File: src/assert_macros.svh
// -----------------------------------------------------------------------------
// assert_macros.svh
// shared concurrent assertion macros, empty when SYNTH is defined
// -----------------------------------------------------------------------------
`ifndef ASSERT_MACROS_SVH
`define ASSERT_MACROS_SVH

`ifndef SYNTH

// property must hold at every rising clock edge outside reset
`define BMCD_ASSERT(lbl, clk, rstn, prop, msg) \
  lbl: assert property (@(posedge clk) disable iff (!rstn) (prop)) else $error(msg);

// condition must never be true outside reset
`define BMCD_ASSERT_NEVER(lbl, clk, rstn, cond, msg) \
  lbl: assert property (@(posedge clk) disable iff (!rstn) !(cond)) else $error(msg);

`else

`define BMCD_ASSERT(lbl, clk, rstn, prop, msg)
`define BMCD_ASSERT_NEVER(lbl, clk, rstn, cond, msg)

`endif

`endif

File: src/bmcd_pkg.sv
// -----------------------------------------------------------------------------
// bmcd_pkg
// types and constants shared by the binary map corner detector
// -----------------------------------------------------------------------------
`default_nettype none

package bmcd_pkg;

  localparam int MAX_COLS   = 1024;
  localparam int MAX_ROWS   = 1024;
  localparam int COL_W      = $clog2(MAX_COLS);
  localparam int ROW_W      = $clog2(MAX_ROWS);
  localparam int COORD_W    = 10;
  localparam int PIX_W      = 8;
  localparam int CFG_W      = 11;
  localparam int CFG_IDX_W  = 1;

  localparam logic [CFG_W-1:0] FRAME_COLS_RST = CFG_W'(640);
  localparam logic [CFG_W-1:0] FRAME_ROWS_RST = CFG_W'(480);
  localparam logic [CFG_W-1:0] SIZE_MIN       = CFG_W'(2);
  localparam logic [CFG_W-1:0] COLS_MAX       = CFG_W'(MAX_COLS);
  localparam logic [CFG_W-1:0] ROWS_MAX       = CFG_W'(MAX_ROWS);

  // result queue
  localparam int OUT_DEPTH  = 4;
  localparam int OUT_PTR_W  = $clog2(OUT_DEPTH);
  localparam int OUT_CNT_W  = $clog2(OUT_DEPTH + 1);

  typedef enum logic [CFG_IDX_W-1:0] {
    REG_FRAME_COLS = 1'b0,
    REG_FRAME_ROWS = 1'b1
  } cfg_reg_e;

  typedef struct packed {
    logic               corner_valid;
    logic [COORD_W-1:0] corner_x;
    logic [COORD_W-1:0] corner_y;
    logic               frame_end;
  } corner_res_t;

  typedef struct packed {
    logic [OUT_CNT_W-1:0] count;
    logic                 empty;
  } fifo_stat_t;

  function automatic logic [CFG_W-1:0] clamp_size(input logic [CFG_W-1:0] v,
                                                  input logic [CFG_W-1:0] hi);
    logic [CFG_W-1:0] r;
    if (v < SIZE_MIN) begin
      r = SIZE_MIN;
    end else if (v > hi) begin
      r = hi;
    end else begin
      r = v;
    end
    return r;
  endfunction

endpackage

`default_nettype wire

File: src/bmcd_if.sv
// -----------------------------------------------------------------------------
// bmcd_if
// valid/ready channels of the corner detector: pixels, results, configuration
// -----------------------------------------------------------------------------
`default_nettype none

interface pixel_if import bmcd_pkg::*; ();
  logic             valid;
  logic             ready;
  logic [PIX_W-1:0] pixel_value;

  modport source (output valid, output pixel_value, input ready);
  modport sink   (input valid, input pixel_value, output ready);
endinterface

interface corner_if import bmcd_pkg::*; ();
  logic               valid;
  logic               ready;
  logic               corner_valid;
  logic [COORD_W-1:0] corner_x;
  logic [COORD_W-1:0] corner_y;
  logic               frame_end;

  modport source (output valid, output corner_valid, output corner_x,
                  output corner_y, output frame_end, input ready);
  modport sink   (input valid, input corner_valid, input corner_x,
                  input corner_y, input frame_end, output ready);
endinterface

interface cfg_if import bmcd_pkg::*; ();
  logic                 valid;
  logic                 ready;
  logic [CFG_IDX_W-1:0] addr;
  logic [CFG_W-1:0]     data;

  modport source (output valid, output addr, output data, input ready);
  modport sink   (input valid, input addr, input data, output ready);
endinterface

`default_nettype wire

File: src/bmcd_ram.sv
// -----------------------------------------------------------------------------
// bmcd_ram
// generic single-clock ram, one write port and one registered read port
// -----------------------------------------------------------------------------
`default_nettype none

module bmcd_ram #(
  parameter int WIDTH = 1,
  parameter int DEPTH = 1024
) (
  input  logic                     clk_i,
  input  logic                     we_i,
  input  logic [$clog2(DEPTH)-1:0] waddr_i,
  input  logic [WIDTH-1:0]         wdata_i,
  input  logic                     re_i,
  input  logic [$clog2(DEPTH)-1:0] raddr_i,
  output logic [WIDTH-1:0]         rdata_o
);

  logic [WIDTH-1:0] mem_q [DEPTH];
  logic [WIDTH-1:0] rdata_q;

  always_ff @(posedge clk_i) begin
    if (we_i) begin
      mem_q[waddr_i] <= wdata_i;
    end
    if (re_i) begin
      rdata_q <= mem_q[raddr_i];
    end
  end

  assign rdata_o = rdata_q;

endmodule

`default_nettype wire

File: src/bmcd_out_fifo.sv
// -----------------------------------------------------------------------------
// bmcd_out_fifo
// small result queue that decouples the detector pipeline from the sink
// -----------------------------------------------------------------------------
`default_nettype none

module bmcd_out_fifo import bmcd_pkg::*; (
  input  logic            clk_i,
  input  logic            rst_ni,
  input  logic            push_i,
  input  corner_res_t     push_data_i,
  output fifo_stat_t      stat_o,
  corner_if.source        out_o
);

  corner_res_t          entry_q [OUT_DEPTH];
  logic [OUT_PTR_W-1:0] wr_ptr_q, wr_ptr_d;
  logic [OUT_PTR_W-1:0] rd_ptr_q, rd_ptr_d;
  logic [OUT_CNT_W-1:0] count_q, count_d;
  logic                 pop;
  corner_res_t          head;

  assign pop  = out_o.valid && out_o.ready;
  assign head = entry_q[rd_ptr_q];

  always_comb begin
    wr_ptr_d = push_i ? wr_ptr_q + OUT_PTR_W'(1) : wr_ptr_q;
    rd_ptr_d = pop ? rd_ptr_q + OUT_PTR_W'(1) : rd_ptr_q;
    count_d  = count_q;
    if (push_i && !pop) begin
      count_d = count_q + OUT_CNT_W'(1);
    end else if (!push_i && pop) begin
      count_d = count_q - OUT_CNT_W'(1);
    end
  end

  always_ff @(posedge clk_i or negedge rst_ni) begin
    if (!rst_ni) begin
      wr_ptr_q <= '0;
      rd_ptr_q <= '0;
      count_q  <= '0;
    end else begin
      wr_ptr_q <= wr_ptr_d;
      rd_ptr_q <= rd_ptr_d;
      count_q  <= count_d;
    end
  end

  always_ff @(posedge clk_i) begin
    if (push_i) begin
      entry_q[wr_ptr_q] <= push_data_i;
    end
  end

  assign out_o.valid        = (count_q != '0);
  assign out_o.corner_valid = head.corner_valid;
  assign out_o.corner_x     = head.corner_x;
  assign out_o.corner_y     = head.corner_y;
  assign out_o.frame_end    = head.frame_end;

  assign stat_o.count = count_q;
  assign stat_o.empty = (count_q == '0);

endmodule

`default_nettype wire

File: src/binary_map_corner_detect.sv
// -----------------------------------------------------------------------------
// binary_map_corner_detect
// outer-corner detector over a binary map streamed in raster order
// -----------------------------------------------------------------------------
// Pixels arrive one per transaction, row by row; a zero byte is a set pixel.
// Each pixel closes the 2x2 window whose bottom-right it is, and a window with
// exactly one set pixel yields a corner transaction carrying its x,y. The
// frame's last pixel always yields a transaction with frame_end set. The block
// takes one pixel per clock cycle while the result queue has room: the row
// above lives in a 1024 x 1 line buffer ram that is read once when the pixel
// is taken and written back once in the following cycle. A four-entry result
// queue absorbs output stalls; input ready drops only when that queue and the
// pixel in flight would fill it. The line buffer needs no clearing pass after
// reset. Frame size registers are written through the configuration channel;
// the user must write them only while the stream is idle (not enforced here).
`default_nettype none

`include "assert_macros.svh"

module binary_map_corner_detect import bmcd_pkg::*; (
  input  logic      clk_i,
  input  logic      rst_ni,
  pixel_if.sink     pix_i,
  corner_if.source  corner_o,
  cfg_if.sink       cfg_i
);

  // configuration
  logic [CFG_W-1:0] cols_q, rows_q;
  logic [CFG_W-1:0] cols_cl, rows_cl;

  // position of the next pixel
  logic [COL_W-1:0] col_q, col_d;
  logic [ROW_W-1:0] row_q, row_d;
  logic             row_end, frame_end;

  // stage one: pixel whose line buffer read is in flight
  logic             s1_valid_q;
  logic             s1_bit_q;
  logic             s1_frame_end_q;
  logic [COL_W-1:0] s1_col_q;
  logic [ROW_W-1:0] s1_row_q;

  // set bits left of the current window column
  logic left_cur_q, left_prev_q;

  logic             pix_accept;
  logic             pix_bit;
  logic [0:0]       line_rdata;
  logic [COL_W-1:0] line_raddr;

  corner_res_t      res;
  logic             res_push;
  logic             corner;
  fifo_stat_t       fifo_stat;
  logic [OUT_CNT_W-1:0] pending;

  // ---------------------------------------------------------------------------
  // configuration registers
  // ---------------------------------------------------------------------------
  assign cfg_i.ready = 1'b1;

  always_ff @(posedge clk_i or negedge rst_ni) begin
    if (!rst_ni) begin
      cols_q <= FRAME_COLS_RST;
      rows_q <= FRAME_ROWS_RST;
    end else if (cfg_i.valid) begin
      case (cfg_reg_e'(cfg_i.addr))
        REG_FRAME_COLS: cols_q <= cfg_i.data;
        REG_FRAME_ROWS: rows_q <= cfg_i.data;
        default: ;
      endcase
    end
  end

  assign cols_cl = clamp_size(cols_q, COLS_MAX);
  assign rows_cl = clamp_size(rows_q, ROWS_MAX);

  // ---------------------------------------------------------------------------
  // input side: position tracking and line buffer read
  // ---------------------------------------------------------------------------
  // room for the pixel in flight plus the one being taken
  assign pending     = fifo_stat.count + OUT_CNT_W'(s1_valid_q);
  assign pix_i.ready = (pending < OUT_CNT_W'(OUT_DEPTH - 1)) ||
                       (pending == OUT_CNT_W'(OUT_DEPTH - 1));
  assign pix_accept  = pix_i.valid && pix_i.ready;
  assign pix_bit     = (pix_i.pixel_value == '0);
  assign line_raddr  = col_q;

  always_comb begin
    row_end   = ({1'b0, col_q} >= (cols_cl - CFG_W'(1)));
    frame_end = row_end && ({1'b0, row_q} >= (rows_cl - CFG_W'(1)));
    col_d     = col_q + COL_W'(1);
    row_d     = row_q;
    if (row_end) begin
      col_d = '0;
      row_d = frame_end ? '0 : row_q + ROW_W'(1);
    end
  end

  always_ff @(posedge clk_i or negedge rst_ni) begin
    if (!rst_ni) begin
      col_q      <= '0;
      row_q      <= '0;
      s1_valid_q <= 1'b0;
    end else begin
      s1_valid_q <= pix_accept;
      if (pix_accept) begin
        col_q <= col_d;
        row_q <= row_d;
      end
    end
  end

  always_ff @(posedge clk_i) begin
    if (pix_accept) begin
      s1_bit_q       <= pix_bit;
      s1_frame_end_q <= frame_end;
      s1_col_q       <= col_q;
      s1_row_q       <= row_q;
    end
  end

  // consecutive pixels never share a column, so the read never meets the
  // write-back of the pixel ahead of it
  bmcd_ram #(
    .WIDTH (1),
    .DEPTH (MAX_COLS)
  ) u_line_buf (
    .clk_i   (clk_i),
    .we_i    (s1_valid_q),
    .waddr_i (s1_col_q),
    .wdata_i (s1_bit_q),
    .re_i    (pix_accept),
    .raddr_i (line_raddr),
    .rdata_o (line_rdata)
  );

  // ---------------------------------------------------------------------------
  // stage one: window evaluation
  // ---------------------------------------------------------------------------
  always_ff @(posedge clk_i or negedge rst_ni) begin
    if (!rst_ni) begin
      left_cur_q  <= 1'b0;
      left_prev_q <= 1'b0;
    end else if (s1_valid_q) begin
      left_cur_q  <= s1_bit_q;
      left_prev_q <= line_rdata[0];
    end
  end

  always_comb begin
    logic tl_only, tr_only, bl_only, br_only;
    tl_only = 1'b0;
    tr_only = 1'b0;
    bl_only = 1'b0;
    br_only = 1'b0;
    // window bits: top-left, top-right, bottom-left, bottom-right
    case ({left_prev_q, line_rdata[0], left_cur_q, s1_bit_q})
      4'b1000: tl_only = 1'b1;
      4'b0100: tr_only = 1'b1;
      4'b0010: bl_only = 1'b1;
      4'b0001: br_only = 1'b1;
      default: ;
    endcase
    corner = (s1_row_q != '0) && (s1_col_q != '0) &&
             (tl_only || tr_only || bl_only || br_only);

    res.corner_valid = corner;
    res.frame_end    = s1_frame_end_q;
    res.corner_x     = '0;
    res.corner_y     = '0;
    if (corner) begin
      res.corner_x = (tl_only || bl_only) ? s1_col_q : s1_col_q - COL_W'(1);
      res.corner_y = (tl_only || tr_only) ? s1_row_q : s1_row_q - ROW_W'(1);
    end
  end

  assign res_push = s1_valid_q && (corner || s1_frame_end_q);

  bmcd_out_fifo u_out_fifo (
    .clk_i       (clk_i),
    .rst_ni      (rst_ni),
    .push_i      (res_push),
    .push_data_i (res),
    .stat_o      (fifo_stat),
    .out_o       (corner_o)
  );

  // ---------------------------------------------------------------------------
  // assertions
  // ---------------------------------------------------------------------------
  `BMCD_ASSERT(a_s1_follows_accept, clk_i, rst_ni, pix_accept |=> s1_valid_q, "stage one missed a pixel")
  `BMCD_ASSERT(a_line_addr_differs, clk_i, rst_ni, (pix_accept && s1_valid_q) |-> (line_raddr != s1_col_q), "line buffer read meets write-back")
  `BMCD_ASSERT_NEVER(a_fifo_room, clk_i, rst_ni, res_push && (fifo_stat.count == OUT_CNT_W'(OUT_DEPTH)) && !(corner_o.valid && corner_o.ready), "result queue overflow")
  `BMCD_ASSERT(a_no_corner_zero, clk_i, rst_ni, (corner_o.valid && !corner_o.corner_valid) |-> (corner_o.corner_x == '0 && corner_o.corner_y == '0 && corner_o.frame_end), "empty result not a clean frame end")
  `BMCD_ASSERT(a_left_tracks, clk_i, rst_ni, s1_valid_q |=> (left_cur_q == $past(s1_bit_q)), "left bit not updated")

endmodule

`default_nettype wire

File: src/flat_wrapper.sv
// flat-port wrapper written by rule: the top's interface ports become plain ports
module binary_map_corner_detect_flat import bmcd_pkg::*;
  (clk_i, rst_ni, pix_i_valid, pix_i_pixel_value, pix_i_ready, corner_o_valid, corner_o_corner_valid, corner_o_corner_x, corner_o_corner_y, corner_o_frame_end, corner_o_ready, cfg_i_valid, cfg_i_addr, cfg_i_data, cfg_i_ready);
  pixel_if pix_i_i ();
  corner_if corner_o_i ();
  cfg_if cfg_i_i ();
  input  logic clk_i;
  input  logic rst_ni;
  input wire logic [$bits(pix_i_i.valid)-1:0] pix_i_valid;
  input wire logic [$bits(pix_i_i.pixel_value)-1:0] pix_i_pixel_value;
  output wire logic [$bits(pix_i_i.ready)-1:0] pix_i_ready;
  output wire logic [$bits(corner_o_i.valid)-1:0] corner_o_valid;
  output wire logic [$bits(corner_o_i.corner_valid)-1:0] corner_o_corner_valid;
  output wire logic [$bits(corner_o_i.corner_x)-1:0] corner_o_corner_x;
  output wire logic [$bits(corner_o_i.corner_y)-1:0] corner_o_corner_y;
  output wire logic [$bits(corner_o_i.frame_end)-1:0] corner_o_frame_end;
  input wire logic [$bits(corner_o_i.ready)-1:0] corner_o_ready;
  input wire logic [$bits(cfg_i_i.valid)-1:0] cfg_i_valid;
  input wire logic [$bits(cfg_i_i.addr)-1:0] cfg_i_addr;
  input wire logic [$bits(cfg_i_i.data)-1:0] cfg_i_data;
  output wire logic [$bits(cfg_i_i.ready)-1:0] cfg_i_ready;
  assign pix_i_i.valid = pix_i_valid;
  assign pix_i_i.pixel_value = pix_i_pixel_value;
  assign pix_i_ready = pix_i_i.ready;
  assign corner_o_valid = corner_o_i.valid;
  assign corner_o_corner_valid = corner_o_i.corner_valid;
  assign corner_o_corner_x = corner_o_i.corner_x;
  assign corner_o_corner_y = corner_o_i.corner_y;
  assign corner_o_frame_end = corner_o_i.frame_end;
  assign corner_o_i.ready = corner_o_ready;
  assign cfg_i_i.valid = cfg_i_valid;
  assign cfg_i_i.addr = cfg_i_addr;
  assign cfg_i_i.data = cfg_i_data;
  assign cfg_i_ready = cfg_i_i.ready;
  binary_map_corner_detect u_core (.clk_i(clk_i), .rst_ni(rst_ni), .pix_i(pix_i_i), .corner_o(corner_o_i), .cfg_i(cfg_i_i));
endmodule
File: config.mk
export PLATFORM = sky130hd
export DESIGN_NAME = binary_map_corner_detect_flat
export DESIGN_NICKNAME = d
export VERILOG_FILES = /design/src/bmcd_pkg.sv /design/src/bmcd_if.sv /design/src/bmcd_ram.sv /design/src/bmcd_out_fifo.sv /design/src/binary_map_corner_detect.sv /design/src/flat_wrapper.sv
export VERILOG_INCLUDE_DIRS = /design/src /design/src/src
export SDC_FILE = /design/constraint.sdc
export NUM_CORES = 2
export LEC_CHECK = 0
export BUFFER_PORTS_ARGS = -buffer_cell sky130_fd_sc_hd__buf_2
export CAP_MARGIN = 10
export CORE_MARGIN = 4
export CORE_UTILIZATION = 25
export CTS_BUF_LIST = sky130_fd_sc_hd__clkbuf_8 sky130_fd_sc_hd__clkbuf_16
export DETAILED_ROUTE_END_ITERATION = 12
export GPL_ROUTABILITY_DRIVEN = 1
export GPL_TIMING_DRIVEN = 0
export PLACE_DENSITY_LB_ADDON = 0.12
export SETUP_SLACK_MARGIN = 0.4
export SYNTH_ARGS = -nofsm -noshare
export SYNTH_HDL_FRONTEND = slang
export SYNTH_SLANG_ARGS = --single-unit
File: constraint.sdc
create_clock -name clk_i -period 16.3 [get_ports clk_i]
set_input_delay 0.815 -clock clk_i [delete_from_list [all_inputs] [get_ports clk_i]]
set_output_delay 0.815 -clock clk_i [all_outputs]
set_load 0.01 [all_outputs]
==> summary.txt <==
Placement
  – DPL Wire Length: approximately 140 mm
  – Dpl ws: approximately 10,000 ps
  – Port buffer count: 48
  – DP Area: roughly 57,000 µm²
  – Gpl congestion: 0.8566

Die
  – Die height: between 400 and 500 µm
  – Core ar.: 205,200 µm²
  – Starting density of the core: about a quarter
  – Std cell rows: around 170
  – Io pins: 50
  – Die W: ~460 µm
  – Die area: 214,200 µm²

Power and ir drop
  – Clock share of power: ~30%
  – Proportion of power drawn by flip-flops and latches: between 30 and 40%
  – Switching power total: about 3.8 mW
  – Net Sw Frac: 36.85%
  – P per Cell Area: 168.7 nW/µm²
  – Maximum VDD drop: 0.1208 mV
  – Combinational share of power: between 30% and 40%
  – Int Power: approximately 6.5 mW
  – Static Leak: 18.71 nW
  – Total Power: approximately 10 mW

Detailed routing
  – DRC viols: 0
  – Routed len/inst: roughly 32 µm
  – Vias per cell: 4.959
  – Pre-antenna DRT Iters: 5
  – Iter 0 DRT Violations: 3,739
  – Final WL: 209.4 mm
  – Vias: ~33,000
  – Detail Route Antenna Nets: 0

Finish
  – Area Overhead vs Synth: 18.60%
  – Fill cell count: around 21,000
  – Total Nets Final: between 3,000 and 4,000
  – Multi-input gate area: 14,900 µm²
  – Cell area after layout: just over 60,000 µm²
  – Reg area: between 30,000 and 40,000 µm²
  – Share of cells above drive strength 1: between 10% and 20%

Clocking
  – CTS H-tree depth: 4
  – Clk slew on worst S/H paths: 60 ps
  – CTS tree: yes
  – CTS Buf Count: around 150
  – Longest Clk Path Bufs: 3
  – Setup Buffers After CTS: 0
  – Clk sink count: ~1,200
  – Root buf cell: clkbuf_16
  – Skew-Pair Late Insertion Delay: ~780 ps

Synth
  – Commonest register cell after synthesis: edfxtp_1
  – Post-Syn Area: 51,720 µm²
  – Mean post-synth cell area: roughly 15 µm²
  – Synth top area cells: edfxtp_1, mux4_2, nor2_1
  – Most common library cells after synthesis: edfxtp_1, nor2_1, mux4_2, clkbuf_1, nand2_1
  – Post-synth top area share: between 60 and 70%
  – Area leader, netlist: edfxtp_1
  – Yosys cell types: 68
  – Syn_nets: around 3,600
  – Sequential-to-total area share from yosys stat: 68.43%
  – Cells after Synth: around 3,600
  – EDFF count, synth: about 1,100
  – Asr flop ratio synth: 4.381%
  – Warnings from Yosys: 0
  – Most common cell in the netlist: edfxtp_1
  – Yosys reg bits: approximately 1,200

Timing
  – RSZ-0062 raised after global routing: no
  – Final Hold Fails: 0
  – Setup TNS: 0 ps
  – Slew headroom: 0.9835%
  – Max Slew Vio Count: 0
  – Final min period: around 6300 ps
  – Hold_ws: 311.4 ps
  – Worst Clk Skew: ~17 ps
  – Achievable Freq: between 150 and 200 MHz
  – Final Setup Violations: 0
  – Slew @ Worst Pin: ~1500 ps
  – Final worst path period share: approximately two fifths
  – Final WS setup: 9956 ps

Worst setup path
  – Worst reg-to-reg path cell count: 12
  – Critical Path End Type: flip-flop
  – Worst EP arrival: between 6000 and 7000 ps
  – WS Path Type: reg2reg
  – Reg-to-reg slack, setup: between 9000 and 10,000 ps
  – Critical Path Start: u_core.col_q[1]
  – Worst Setup Start Kind: flip-flop
  – Critical Path RT: between 15,000 and 20,000 ps
  – RR Startpoint: u_core.col_q[1]
  – Reg-to-Reg End: u_core.u_line_buf.rdata_o
  – Crit Path Max Fanout: 10

Worst hold path
  – Hold Crit Depth: 3
  – Hold endpoint: u_core.u_out_fifo.rd_ptr_q[1]
  – Hold Path Class: in2reg
  – Hold path start: corner_o_ready

GRT
  – All-Layer GR Usage: 19.18%
  – Largest net degree at the start of global routing: 34
  – Gr ovfl total: 0
  – Vias in the first global route: roughly 32,000
  – First-pass GRT wire length: around 280 mm
  – Antenna violations before repair: 12

Job
  – Max Cap Viol: 1

Outcome
  – Failing checks: max-capacitance violations
  – Status: finished, violations left
## metal layers
metal	global-route usage, %	part of all wire (%)	vias to the layer above
met5	0	0	-
met4	5.817	3.1	0
met3	3.075	5.4	258
met2	30.75	47	1041
met1	26.71	45	17780
li1	-	-	13710
## layout make-up
type	count	share of cell area, %
clock inverter	101	1.079
timing repair buffer	108	2.827
antenna	7	0.02856
buffer	314	2.252
sequential	1187	57.70
clock buffer	153	6.206
tap	2688	5.483
inverter	21	0.1285
multi-input combinational	2032	24.29
## worst max-delay path: stages (launching register included)
cell	delay (ps)
dfrtp_1	490
buf_2	370
buf_4	370
buf_2	650
buf_2	710
buf_2	740
mux2i_1	480
o22ai_1	130
a2111oi_0	1040
a31oi_1	310
mux2i_1	240
mux2i_1	140
a21o_1	310
## cells by family after synthesis
logic type	synth area share, %
mux	13.67
fa+ha+maj	0.8613
buf+inv	2.780
other cells	0.007251
compound gates	2.973
flops	68.43
xor+xnor	0.5081
simple gates	10.77
## cell usage in the layout, fill, tap and decap left out, types with 21 or more instances in the layout
cell type / synthesis / routed
nor3_1: 23 / 23
mux2_2: 26 / 26
nand2_1: 122 / 122
edfxtp_1: 1135 / 1135
nor2_1: 1099 / 1094
clkbuf_16: 0 / 151
buf_4: 21 / 21
buf_2: 35 / 87
dfrtp_1: 46 / 46
clkbuf_1: 183 / 169
a22oi_1: 40 / 40
buf_16: 0 / 47
inv_1: 20 / 55
mux4_2: 273 / 273
clkinv_1: 1 / 38
buf_1: 69 / 65
a21oi_1: 48 / 48
mux2i_1: 47 / 47
nand3_1: 54 / 54
ha_1: 34 / 34
o21ai_0: 29 / 29
## worst max-delay path by stage
stage                                  endpoint  slack, ps  cells past startpoint
2_1_floorplan  u_core.u_out_fifo.entry_q[0][10]        560                      6
3_3_place_gp    u_core.u_out_fifo.entry_q[2][8]     -13710                      6
3_5_place_dp          u_core.u_line_buf.rdata_o      10100                     12
4_1_cts               u_core.u_line_buf.rdata_o      10100                     12
5_1_grt               u_core.u_line_buf.rdata_o      10230                     12
6_report              u_core.u_line_buf.rdata_o       9960                     12
## power groups by stage
stage,Clock (mW),Combinational [mW],Sequential [mW]
after floorplan,0,1.63,3.98
after global placement,0,3.21,4.28
after detailed placement,0,3.56,3.76
after CTS,3.19,3.57,3.70
after global routing,3.31,3.66,3.71
final,3.11,3.54,3.70
## per-stage QoR
stage	cells	util, %
global placement	6290	26.96
floorplan	3554	-
CTS	6604	29.88
detailed placement	6349	27.70
finish	6611	29.89
global route	6605	29.88
## timing repair
action,in CTS,in global routing
resized for setup,0,0
endpoints found under the hold margin,15,0
hold buffers,1,0
## flip-flops by register name (all words and copies together), names as in the netlist
signal	flops
u_core.u_line_buf.mem_q	1024
u_core.u_out_fifo.entry_q	88
u_core.cols_q	11
u_core.rows_q	11
u_core.col_q	10
u_core.row_q	10
u_core.s1_col_q	10
u_core.s1_row_q	10
u_core.u_out_fifo.count_q	3
u_core.u_out_fifo.rd_ptr_q	2
u_core.u_out_fifo.wr_ptr_q	2
u_core.left_cur_q	1
u_core.left_prev_q	1
u_core.s1_bit_q	1
u_core.s1_frame_end_q	1
u_core.s1_valid_q	1
u_core.u_line_buf.rdata_o	1
(Power assumes the default switching activity.)
